**src/nsr_pkg.sv**
```systemverilog
// ----------------------------------------------------------------------------
// nsr_pkg
// Shared widths, constants, sequencer steps and microcode table for the
// Newton-Raphson square root unit.
// ----------------------------------------------------------------------------
package nsr_pkg;

    localparam int RAD_W          = 32;
    localparam int ROOT_W         = 24;
    localparam int TOL_W          = 8;
    localparam int FRAC_W         = 16;
    localparam int WIDE_W         = RAD_W + FRAC_W;
    localparam int DIV_CNT_W      = $clog2(WIDE_W);
    localparam int MAX_ITERATIONS = 32;
    localparam int ITER_W         = $clog2(MAX_ITERATIONS);

    localparam logic [RAD_W-1:0]  ONE_Q16  = RAD_W'(32'h0001_0000);
    localparam logic [ROOT_W-1:0] ROOT_MAX = '1;
    localparam logic [TOL_W-1:0]  TOL_RESET = TOL_W'(1);
    localparam logic [DIV_CNT_W-1:0] DIV_LAST = DIV_CNT_W'(WIDE_W - 1);
    localparam logic [ITER_W-1:0]    ITER_LAST = ITER_W'(MAX_ITERATIONS - 1);

    typedef enum logic [2:0] {
        ST_IDLE,
        ST_INIT,
        ST_DIV_LOAD,
        ST_DIV_STEP,
        ST_UPDATE,
        ST_OUT
    } t_step;

    typedef enum logic [2:0] {
        OP_NOP,
        OP_CAPTURE,
        OP_INIT,
        OP_DIV_LOAD,
        OP_DIV_STEP,
        OP_UPDATE,
        OP_OUT
    } t_op;

    typedef enum logic [2:0] {
        C_NEVER,
        C_ALWAYS,
        C_NO_START,
        C_SPECIAL,
        C_DIV_MORE,
        C_CONTINUE
    } t_cond;

    typedef struct packed {
        t_op   op;
        t_cond cond;
        t_step target;
    } t_uword;

    typedef struct packed {
        logic load;
        logic step;
    } t_div_ctrl;

    function automatic t_uword ucode(input t_step pc);
        t_uword w;
        unique case (pc)
            ST_IDLE:     w = '{op: OP_CAPTURE,  cond: C_NO_START, target: ST_IDLE};
            ST_INIT:     w = '{op: OP_INIT,     cond: C_SPECIAL,  target: ST_OUT};
            ST_DIV_LOAD: w = '{op: OP_DIV_LOAD, cond: C_NEVER,    target: ST_IDLE};
            ST_DIV_STEP: w = '{op: OP_DIV_STEP, cond: C_DIV_MORE, target: ST_DIV_STEP};
            ST_UPDATE:   w = '{op: OP_UPDATE,   cond: C_CONTINUE, target: ST_DIV_LOAD};
            ST_OUT:      w = '{op: OP_OUT,      cond: C_ALWAYS,   target: ST_IDLE};
            default:     w = '{op: OP_NOP,      cond: C_ALWAYS,   target: ST_IDLE};
        endcase
        return w;
    endfunction

endpackage

```
**src/nsr_divider.sv**
```systemverilog
// ----------------------------------------------------------------------------
// nsr_divider
// Restoring bit-serial unsigned divider, one quotient bit per cycle while step is asserted.
// ----------------------------------------------------------------------------
module nsr_divider
    import nsr_pkg::*;
(
    input  logic              i_clk,
    input  logic              i_rst_n,
    input  t_div_ctrl         i_ctrl,
    input  logic [WIDE_W-1:0] i_dividend,
    input  logic [WIDE_W-1:0] i_divisor,
    output logic [WIDE_W-1:0] o_quotient,
    output logic              o_last
);

    logic [WIDE_W-1:0]    r_rem, n_rem;
    logic [WIDE_W-1:0]    r_quo, n_quo;
    logic [DIV_CNT_W-1:0] r_cnt;
    logic [WIDE_W:0]      shifted;
    logic [WIDE_W:0]      trial;

    always_comb begin
        shifted = {r_rem, r_quo[WIDE_W-1]};
        trial   = shifted - {1'b0, i_divisor};
        if (!trial[WIDE_W]) begin
            n_rem = trial[WIDE_W-1:0];
            n_quo = {r_quo[WIDE_W-2:0], 1'b1};
        end else begin
            n_rem = shifted[WIDE_W-1:0];
            n_quo = {r_quo[WIDE_W-2:0], 1'b0};
        end
    end

    always_ff @(posedge i_clk) begin
        if (!i_rst_n) begin
            r_cnt <= '0;
        end else if (i_ctrl.load) begin
            r_cnt <= '0;
        end else if (i_ctrl.step) begin
            r_cnt <= r_cnt + DIV_CNT_W'(1);
        end
    end

    always_ff @(posedge i_clk) begin
        if (i_ctrl.load) begin
            r_rem <= '0;
            r_quo <= i_dividend;
        end else if (i_ctrl.step) begin
            r_rem <= n_rem;
            r_quo <= n_quo;
        end
    end

    assign o_quotient = r_quo;
    assign o_last     = (r_cnt == DIV_LAST);

endmodule

```
**src/newton_square_root.sv**
```systemverilog
// ----------------------------------------------------------------------------
// newton_square_root
// Q16.16 square root by Newton-Raphson, run by a microcoded sequencer.
// After acceptance, zero or one goes from the init step straight to the output
// step, which raises o_valid; other radicands run N Newton steps, each of one
// load, a bit-serial divide and one update, with N at most 32. One request at a
// time: busy is high from acceptance until the o_valid cycle ends; the receiver
// cannot stall.
// Synchronous active-low reset idles the sequencer and sets tolerance to 1.
// ----------------------------------------------------------------------------
module newton_square_root
    import nsr_pkg::*;
(
    input  logic              i_clk,
    input  logic              i_rst_n,
    input  logic              start,
    output logic              busy,
    input  logic [RAD_W-1:0]  i_radicand,
    input  logic              i_tol_we,
    input  logic [TOL_W-1:0]  i_tolerance,
    output logic              o_valid,
    output logic [ROOT_W-1:0] o_root,
    output logic              o_limit_reached
);

    t_step             r_pc, n_pc;
    t_uword            uw;
    logic              cond_true;
    logic [TOL_W-1:0]  r_tol;
    logic [RAD_W-1:0]  r_rad;
    logic [WIDE_W-1:0] r_guess;
    logic [ITER_W-1:0] r_iter;
    logic              r_flag;
    logic              special;
    logic [RAD_W-1:0]  half_rad;
    logic [WIDE_W:0]   sum;
    logic [WIDE_W-1:0] nxt;
    logic [WIDE_W-1:0] diff;
    logic              converged;
    t_div_ctrl         div_ctrl;
    logic [WIDE_W-1:0] quotient;
    logic              div_last;

    assign uw = ucode(r_pc);

    // datapath terms
    assign special   = (r_rad == '0) || (r_rad == ONE_Q16);
    assign half_rad  = (r_rad >> 1) == '0 ? RAD_W'(1) : (r_rad >> 1);
    assign sum       = {1'b0, r_guess} + {1'b0, quotient};
    assign nxt       = sum[WIDE_W:1] == '0 ? WIDE_W'(1) : sum[WIDE_W:1];
    assign diff      = (nxt > r_guess) ? (nxt - r_guess) : (r_guess - nxt);
    assign converged = diff <= {{(WIDE_W-TOL_W){1'b0}}, r_tol};

    // jump condition
    always_comb begin
        unique case (uw.cond)
            C_NEVER:    cond_true = 1'b0;
            C_ALWAYS:   cond_true = 1'b1;
            C_NO_START: cond_true = !start;
            C_SPECIAL:  cond_true = special;
            C_DIV_MORE: cond_true = !div_last;
            C_CONTINUE: cond_true = !converged && (r_iter != ITER_LAST);
            default:    cond_true = 1'b0;
        endcase
    end

    always_comb begin
        n_pc = cond_true ? uw.target : t_step'(r_pc + 3'd1);
    end

    always_ff @(posedge i_clk) begin
        if (!i_rst_n) begin
            r_pc <= ST_IDLE;
        end else begin
            r_pc <= n_pc;
        end
    end

    always_ff @(posedge i_clk) begin
        if (!i_rst_n) begin
            r_tol <= TOL_RESET;
        end else if (i_tol_we) begin
            r_tol <= i_tolerance;
        end
    end

    always_ff @(posedge i_clk) begin
        if (!i_rst_n) begin
            r_iter <= '0;
            r_flag <= 1'b0;
        end else begin
            case (uw.op)
                OP_INIT: begin
                    r_iter <= '0;
                    r_flag <= 1'b0;
                end
                OP_UPDATE: begin
                    r_iter <= r_iter + ITER_W'(1);
                    r_flag <= !converged;
                end
                default: ;
            endcase
        end
    end

    always_ff @(posedge i_clk) begin
        case (uw.op)
            OP_CAPTURE: r_rad <= i_radicand;
            OP_INIT:    r_guess <= special ? WIDE_W'(r_rad) : WIDE_W'(half_rad);
            OP_UPDATE:  r_guess <= nxt;
            default: ;
        endcase
    end

    always_comb begin
        div_ctrl.load = (uw.op == OP_DIV_LOAD);
        div_ctrl.step = (uw.op == OP_DIV_STEP);
    end

    nsr_divider u_div (
        .i_clk      (i_clk),
        .i_rst_n    (i_rst_n),
        .i_ctrl     (div_ctrl),
        .i_dividend ({r_rad, {FRAC_W{1'b0}}}),
        .i_divisor  (r_guess),
        .o_quotient (quotient),
        .o_last     (div_last)
    );

    assign busy            = (r_pc != ST_IDLE);
    assign o_valid         = (uw.op == OP_OUT);
    assign o_root          = (r_guess > WIDE_W'(ROOT_MAX)) ? ROOT_MAX : r_guess[ROOT_W-1:0];
    assign o_limit_reached = r_flag;

    a_accept_busy: assert property (@(posedge i_clk) disable iff (!i_rst_n)
        start && !busy |=> busy)
        else $error("accepted request did not raise busy");

    a_valid_ends: assert property (@(posedge i_clk) disable iff (!i_rst_n)
        o_valid |=> !busy && !o_valid)
        else $error("result strobe not followed by idle");

    a_divisor_nonzero: assert property (@(posedge i_clk) disable iff (!i_rst_n)
        (r_pc == ST_DIV_STEP) |-> (r_guess != '0))
        else $error("divide by zero guess");

    a_converge_out: assert property (@(posedge i_clk) disable iff (!i_rst_n)
        (r_pc == ST_UPDATE) && converged |=> (r_pc == ST_OUT) && !r_flag)
        else $error("converged step did not finish");

    a_limit_iter: assert property (@(posedge i_clk) disable iff (!i_rst_n)
        o_valid && o_limit_reached |-> (r_iter == '0))
        else $error("limit flag without full iteration count");

endmodule

```
**config.mk**
```make
export PLATFORM = sky130hd
export DESIGN_NAME = newton_square_root
export DESIGN_NICKNAME = d
export VERILOG_FILES = /design/src/nsr_pkg.sv /design/src/nsr_divider.sv /design/src/newton_square_root.sv
export SDC_FILE = /design/constraint.sdc
export NUM_CORES = 1
export LEC_CHECK = 0
export BUFFER_PORTS_ARGS = -buffer_cell sky130_fd_sc_hd__buf_2
export CAP_MARGIN = 10
export CORE_ASPECT_RATIO = 0.75
export CORE_MARGIN = 4
export CORE_UTILIZATION = 42
export CTS_CLUSTER_SIZE = 28
export DETAILED_ROUTE_END_ITERATION = 10
export SYNTH_ARGS = -nofsm -noshare
export SYNTH_HDL_FRONTEND = slang
export SYNTH_SLANG_ARGS = --single-unit
```
**constraint.sdc**
```tcl
create_clock -name i_clk -period 9.96 [get_ports i_clk]
set_input_delay 1.494 -clock i_clk [delete_from_list [all_inputs] [get_ports i_clk]]
set_output_delay 1.494 -clock i_clk [all_outputs]
set_load 0.01 [all_outputs]
```
### After elaboration in Yosys (flattened, before gate mapping)

Cells that the tools add are included.

| cells by class | value |
|---|---|
| $add $sub $neg | 7 |
| order comparisons | 3 |
| eq/ne operators | 19 |
| muxes and demuxes | 15 |
| bitwise gates (word level) | 1 |
| reductions and logical operators | 13 |

Operators by type and width:

| operator | count |
|---|---|
| $mux W48 | 5 |
| $pmux W48 S2 | 1 |
| $sub A48 B48 Y48 | 2 |
| $logic_not A32 Y1 | 2 |
| $pmux W9 S6 | 1 |
| $add A48 B48 Y49 | 1 |
| $sub A49 B48 Y49 | 1 |
| $gt A48 B24 Y1 const B | 1 |
| $gt A48 B48 Y1 | 1 |
| $le A48 B8 Y1 | 1 |
| $logic_not A48 Y1 | 1 |
| $eq A32 B17 Y1 const B | 1 |
| $mux W32 | 1 |
| $mux W31 | 1 |
| $mux W24 | 1 |
| $eq A3 B3 Y1 const B | 7 |
| $eq A3 B2 Y1 const B | 6 |
| $pmux W5 S2 | 1 |
| $eq A3 B1 Y1 const B | 3 |
| $add A6 B1 Y6 const B | 1 |
| $eq A6 B6 Y1 const B | 1 |
| $add A5 B1 Y5 const B | 1 |
| $ne A5 B5 Y1 const B | 1 |
| $pmux W1 S5 | 1 |
| other kinds (12) | 15 |

| word-level totals | value |
|---|---|
| register bits after elaboration | 199 |
| input bits | 44 |
| word-level logic and storage cells | 68 |

### Logic depth before layout (Yosys ltp)

| depth | value |
|---|---|
| depth after elaboration | 10 |
| gate-level depth with buffers | 46 |

### By module

From an unflattened synthesis, not the netlist that was laid out.

| second synthesis, totals | value |
|---|---|
| cells, all modules | 2623 |
| area total of the unflattened synthesis | 20753.7 µm² |

By module, submodules not included:

| module | instances | cells an instance | area an instance (µm²) | sequential area each (µm²) |
|---|---|---|---|---|
| newton_square_root | 1 | 1773 | 13344.0 | 2742.6 |
| nsr_divider | 1 | 850 | 7409.6 | 2522.4 |

### Worst setup path after synthesis

OpenSTA, ideal clock, no wires.

| path | value |
|---|---|
| path type | reg-to-reg |
| start point | register r_guess[0] |
| end point | register r_pc[2] |
| library setup time | 0.132 ns |
| arrival | 9.202 ns |
| data required time | 9.828 ns |
| path slack | 0.626 ns |
| stages on the path, launching flop included | 46 |
| buffers on the path | 2 |
| cell sequence | edfxtp_1 > and2_1 > fa_1 > a211oi_1 > o21ai_1 > a41o_1 > o211ai_2 > a21oi_2 > or4_4 > o21ai_4 > xor2_4 > inv_2 > or4_1 > or4_1 > nor3_1 > nand3_1 > nor4_4 > a21oi_1 > [10 not listed] > clkbuf_1 > a2111oi_0 > nor2_1 > xor2_1 > ha_1 > a21oi_1 > nor2b_1 > o21ai_0 > nand2b_1 > o22ai_1 > a21boi_0 > o311ai_0 > a2111oi_0 > and4_1 > and4_1 > nand4_1 > o31ai_1 > o21ai_0 |

| between the ends | value |
|---|---|
| word-level cells in the longest chain between the ends | 10 |
| elaborated cells between the ends (all ways) | 12 |

Ends and longest elaborated chain:

| element | RTL line | text |
|---|---|---|
| from (decl) | newton_square_root.sv:31 | `logic [WIDE_W-1:0] r_guess;` |
| from (signal assigned) | newton_square_root.sv:109 | `OP_INIT: r_guess <= special ? WIDE_W'(r_rad) : WIDE_W'(half_rad);` |
| from (signal assigned) | newton_square_root.sv:110 | `OP_UPDATE: r_guess <= nxt;` |
| $add A48 B48 Y49 | newton_square_root.sv:49 | `assign sum = {1'b0, r_guess} + {1'b0, quotient};` |
| $logic_not A48 Y1 | newton_square_root.sv:50 | `assign nxt = sum[WIDE_W:1] == '0 ? WIDE_W'(1) : sum[WIDE_W:1];` |
| $mux W48 | newton_square_root.sv:50 |  |
| $sub A48 B48 Y48 / $gt A48 B48 Y1 (equally long branches) | newton_square_root.sv:51 | `assign diff = (nxt > r_guess) ? (nxt - r_guess) : (r_guess - nxt);` |
| $mux W48 (*) | newton_square_root.sv:51 |  |
| $le A48 B8 Y1 (*) | newton_square_root.sv:52 | `assign converged = diff <= {{(WIDE_W-TOL_W){1'b0}}, r_tol};` |
| $logic_not A1 Y1 (*) | newton_square_root.sv:62 | `C_CONTINUE: cond_true = !converged && (r_iter != ITER_LAST);` |
| $logic_and A1 B1 Y1 (*) | newton_square_root.sv:62 |  |
| $pmux W1 S5 (*) | newton_square_root.sv:56 | `unique case (uw.cond)` |
| $mux W3 (*) | newton_square_root.sv:68 | `n_pc = cond_true ? uw.target : t_step'(r_pc + 3'd1);` |
| to (signal assigned) | newton_square_root.sv:75 | `r_pc <= n_pc;` |
| to (decl) | newton_square_root.sv:26 | `t_step r_pc, n_pc;` |

Mark *: on every way between the ends. The rest lies on a longest branch, timed or not.
A chain may end at the register's enable or synchronous reset.

### Final worst setup path

| path | value |
|---|---|
| start point | register r_guess[1] |
| end point | register r_pc[1] |

Same word-level chain as after synthesis.

==> metrics <==
Seq/Total Area, Yosys=26.9%; Synth top area share=17.7%; Post-synth top flop=edfxtp_1; critical path launch point type=flop; final design utilization=46.5%; Worst Tran Pin Value=1.01 ns; Final Hold Viols=0; gate count after technology mapping=2351; family with the most delay on the worst path=compound AO/OA/AOI/OAI gates; vertical die dimension=192 um; Worst path max stage delay=0.55 ns; count of flip-flops with a built-in enable after synthesis=112; worst hold-check path type=flop to flop; leading cell type in the layout, fill and taps excluded=nand2_1; sequential cell area=0.00510 mm^2; Worst-path clk slew=0.09 ns; largest buffer count on any clock path=2; leading post-synthesis cells by cell area=edfxtp_1 18%, ha_1 14%, dfxtp_1 9.2%; CTS buffer count=17; Max Transition Viols Final=0; classification of the worst setup path=flop to flop; leading area contributor after synthesis=edfxtp_1; Max-cap violations=0; GRT Util Overall=27.3%; area growth from synthesis to layout=9.34%; final global-route overflow total=0; Critical Path Slowest Stage Cell=or4_1; wire length of the first global-routing pass=103 mm; maximum level of the CTS H-tree=4; maximum number of pins on one net before global-route repair=84; Horiz. Die Dim=254 um; nets=2634; Pre-antenna DRT Iters=9; Avg Synthesized Cell Area=8.08 um^2; post-detailed-route via-to-cell ratio=6.31; most prevalent standard cell on the critical path=buf_4; clk sink count=199; Final Critical Period=9.31 ns; Clock Root Buffer=clkbuf_16; I/O pins=71; number of buffers added on ports=70; number of library cell types mapped by synthesis=79; arrival time of data at the critical path endpoint=9.66 ns; floorplan die area=0.0487 mm^2; number of inserted filler cells in the final layout=4436; weighted congestion at the end of routability-driven global placement=0.986; standard-cell row count=67; area of the multi-input gates=0.0131 mm^2; largest fanout of any net on the critical path=6; core area=0.0447 mm^2; Highest Clock Rate=0.107 GHz; status=finished clean; sort of element at the end of the critical path=flop; cell area after synthesis=0.0190 mm^2; Synth Warn #=0; share of cells above drive strength 1=8.53%; critical path buffer and inverter count=6; final hold slack=0.457 ns; drt first-iter violations=1979; worst path required time=10.31 ns; nets in the synthesized netlist=2606; latest clock arrival within the worst-skew pair=0.48 ns; post-route ant nets=0; DRC errors left=0; Final WS setup=0.647 ns; share of the clock period used by the worst path after layout=93.5%; leading cell types in the layout, fill and taps excluded=239 x nand2_1, 231 x a21oi_1, 205 x ha_1, 164 x o21ai_0, 147 x inv_1; worst-case clock skew=0.0184 ns; final HPWL from detailed placement=54.6 mm; async set-or-reset flop fraction in the synthesized netlist=0%; number of global-route vias before repair=17243; number of register bits inferred by synthesis=199; mean routed wirelength per cell=22.8 um; total via count in the routed design=18795; count of antenna diodes in the layout=0; antenna violations before repair=1; worst slew slack as a fraction of its limit=31.2%; final WL=68.0 mm; initial cell density of the core=42.5%; clock tree from TritonCTS=done; worst-case setup slack after placement=-0.0593 ns; final setup violation count=0
## synth_stat cells, drive strengths merged, types with 31 or more instances
cell,number
dfxtp,87
xor2,70
nand2,239
a22o,48
ha,207
inv,149
o21ai,172
a21o,67
nand4,58
xnor2,89
clkbuf,101
o21bai,31
edfxtp,112
o311ai,45
a21oi,235
nand3,73
nor2,145
## timing repair
action | 4_1_cts | 5_1_grt
gates resized for setup | 2 | 22
gates cloned | 0 | 0
hold buffers | 0 | 0
setup endpoints to repair | 2 | 4
setup buffers | 0 | 6
pin swaps | 0 | 12
## layer usage
| layer | global-route usage, % | vias to the layer above | share of wire (%) | wire length, um |
|---|---|---|---|---|
| met1 | 43.3 | 9073 | 50 | 33700 |
| met5 | 0 | - | 0 | 0 |
| met2 | 37.9 | 888 | 40 | 26900 |
| li1 | - | 8766 | - | - |
| met4 | 6.01 | 0 | 1.7 | 1130 |
| met3 | 5.10 | 68 | 9.2 | 6250 |
## path summary, 6_finish.rpt
kind / depth (start not counted) / to / from / slack (ns)
setup / recovery: 43 / r_pc[1] / r_guess[1] / 0.65
hold / removal: 1 / r_iter[3] / r_iter[3] / 0.46
setup reg to reg: 43 / r_pc[1] / r_guess[1] / 0.65
hold reg to reg: 1 / r_iter[3] / r_iter[3] / 0.46
## kinds of logic (layout without fill, tap and decap cells)
kind of cell	count (synthesis)	after routing	share of synthesized area [%]
XOR/XNOR	159	159	7.43
AO/OA/AOI/OAI	802	802	27.7
AND/OR/NAND/NOR	697	697	17.6
adder cells (fa/ha/maj)	211	211	14.1
buffers and inverters	260	301	5.15
multiplexers	23	23	1.21
flip-flops	199	199	26.9
## worst register-to-register path, delay by kind of cell, from the launching register on
| family | cells | cell delay, ns |
|---|---|---|
| AO/OA/AOI/OAI | 20 | 3.58 |
| XOR/XNOR | 2 | 0.34 |
| adder cells (fa/ha/maj) | 4 | 1.10 |
| buffers and inverters | 6 | 0.78 |
| flip-flops | 1 | 0.40 |
| multiplexers | 1 | 0.21 |
| AND/OR/NAND/NOR | 10 | 2.79 |
## layout make-up
cell class | count | area share [%]
clock buffers | 18 | 2.07
clock inverters | 14 | 0.801
inverters | 150 | 2.71
multi-input cells | 1892 | 62.9
flip-flops and latches | 199 | 24.6
well taps | 586 | 3.53
repair buffers | 119 | 3.46
## state kept, by name, indices dropped and copies added (netlist names)
register / count
r_rad: 32
o_limit_reached: 1
u_div.r_rem: 48
r_pc: 3
r_guess: 48
u_div.r_cnt: 6
u_div.o_quotient: 48
r_tol: 8
r_iter: 5
## metrics by stage
stage	TNS (ns)	cells	instance area, um^2
2_1_floorplan	0	2351	19000
4_1_cts	0	2972	20600
6_report	0	2978	20800
3_3_place_gp	0	2940	20000
3_5_place_dp	-0.117	2940	20000
5_1_grt	-0.169	2978	20800
Power is left out: the tool's default activity adds up to more than one toggle a clock period on the data nets, which glitch-free logic cannot reach.
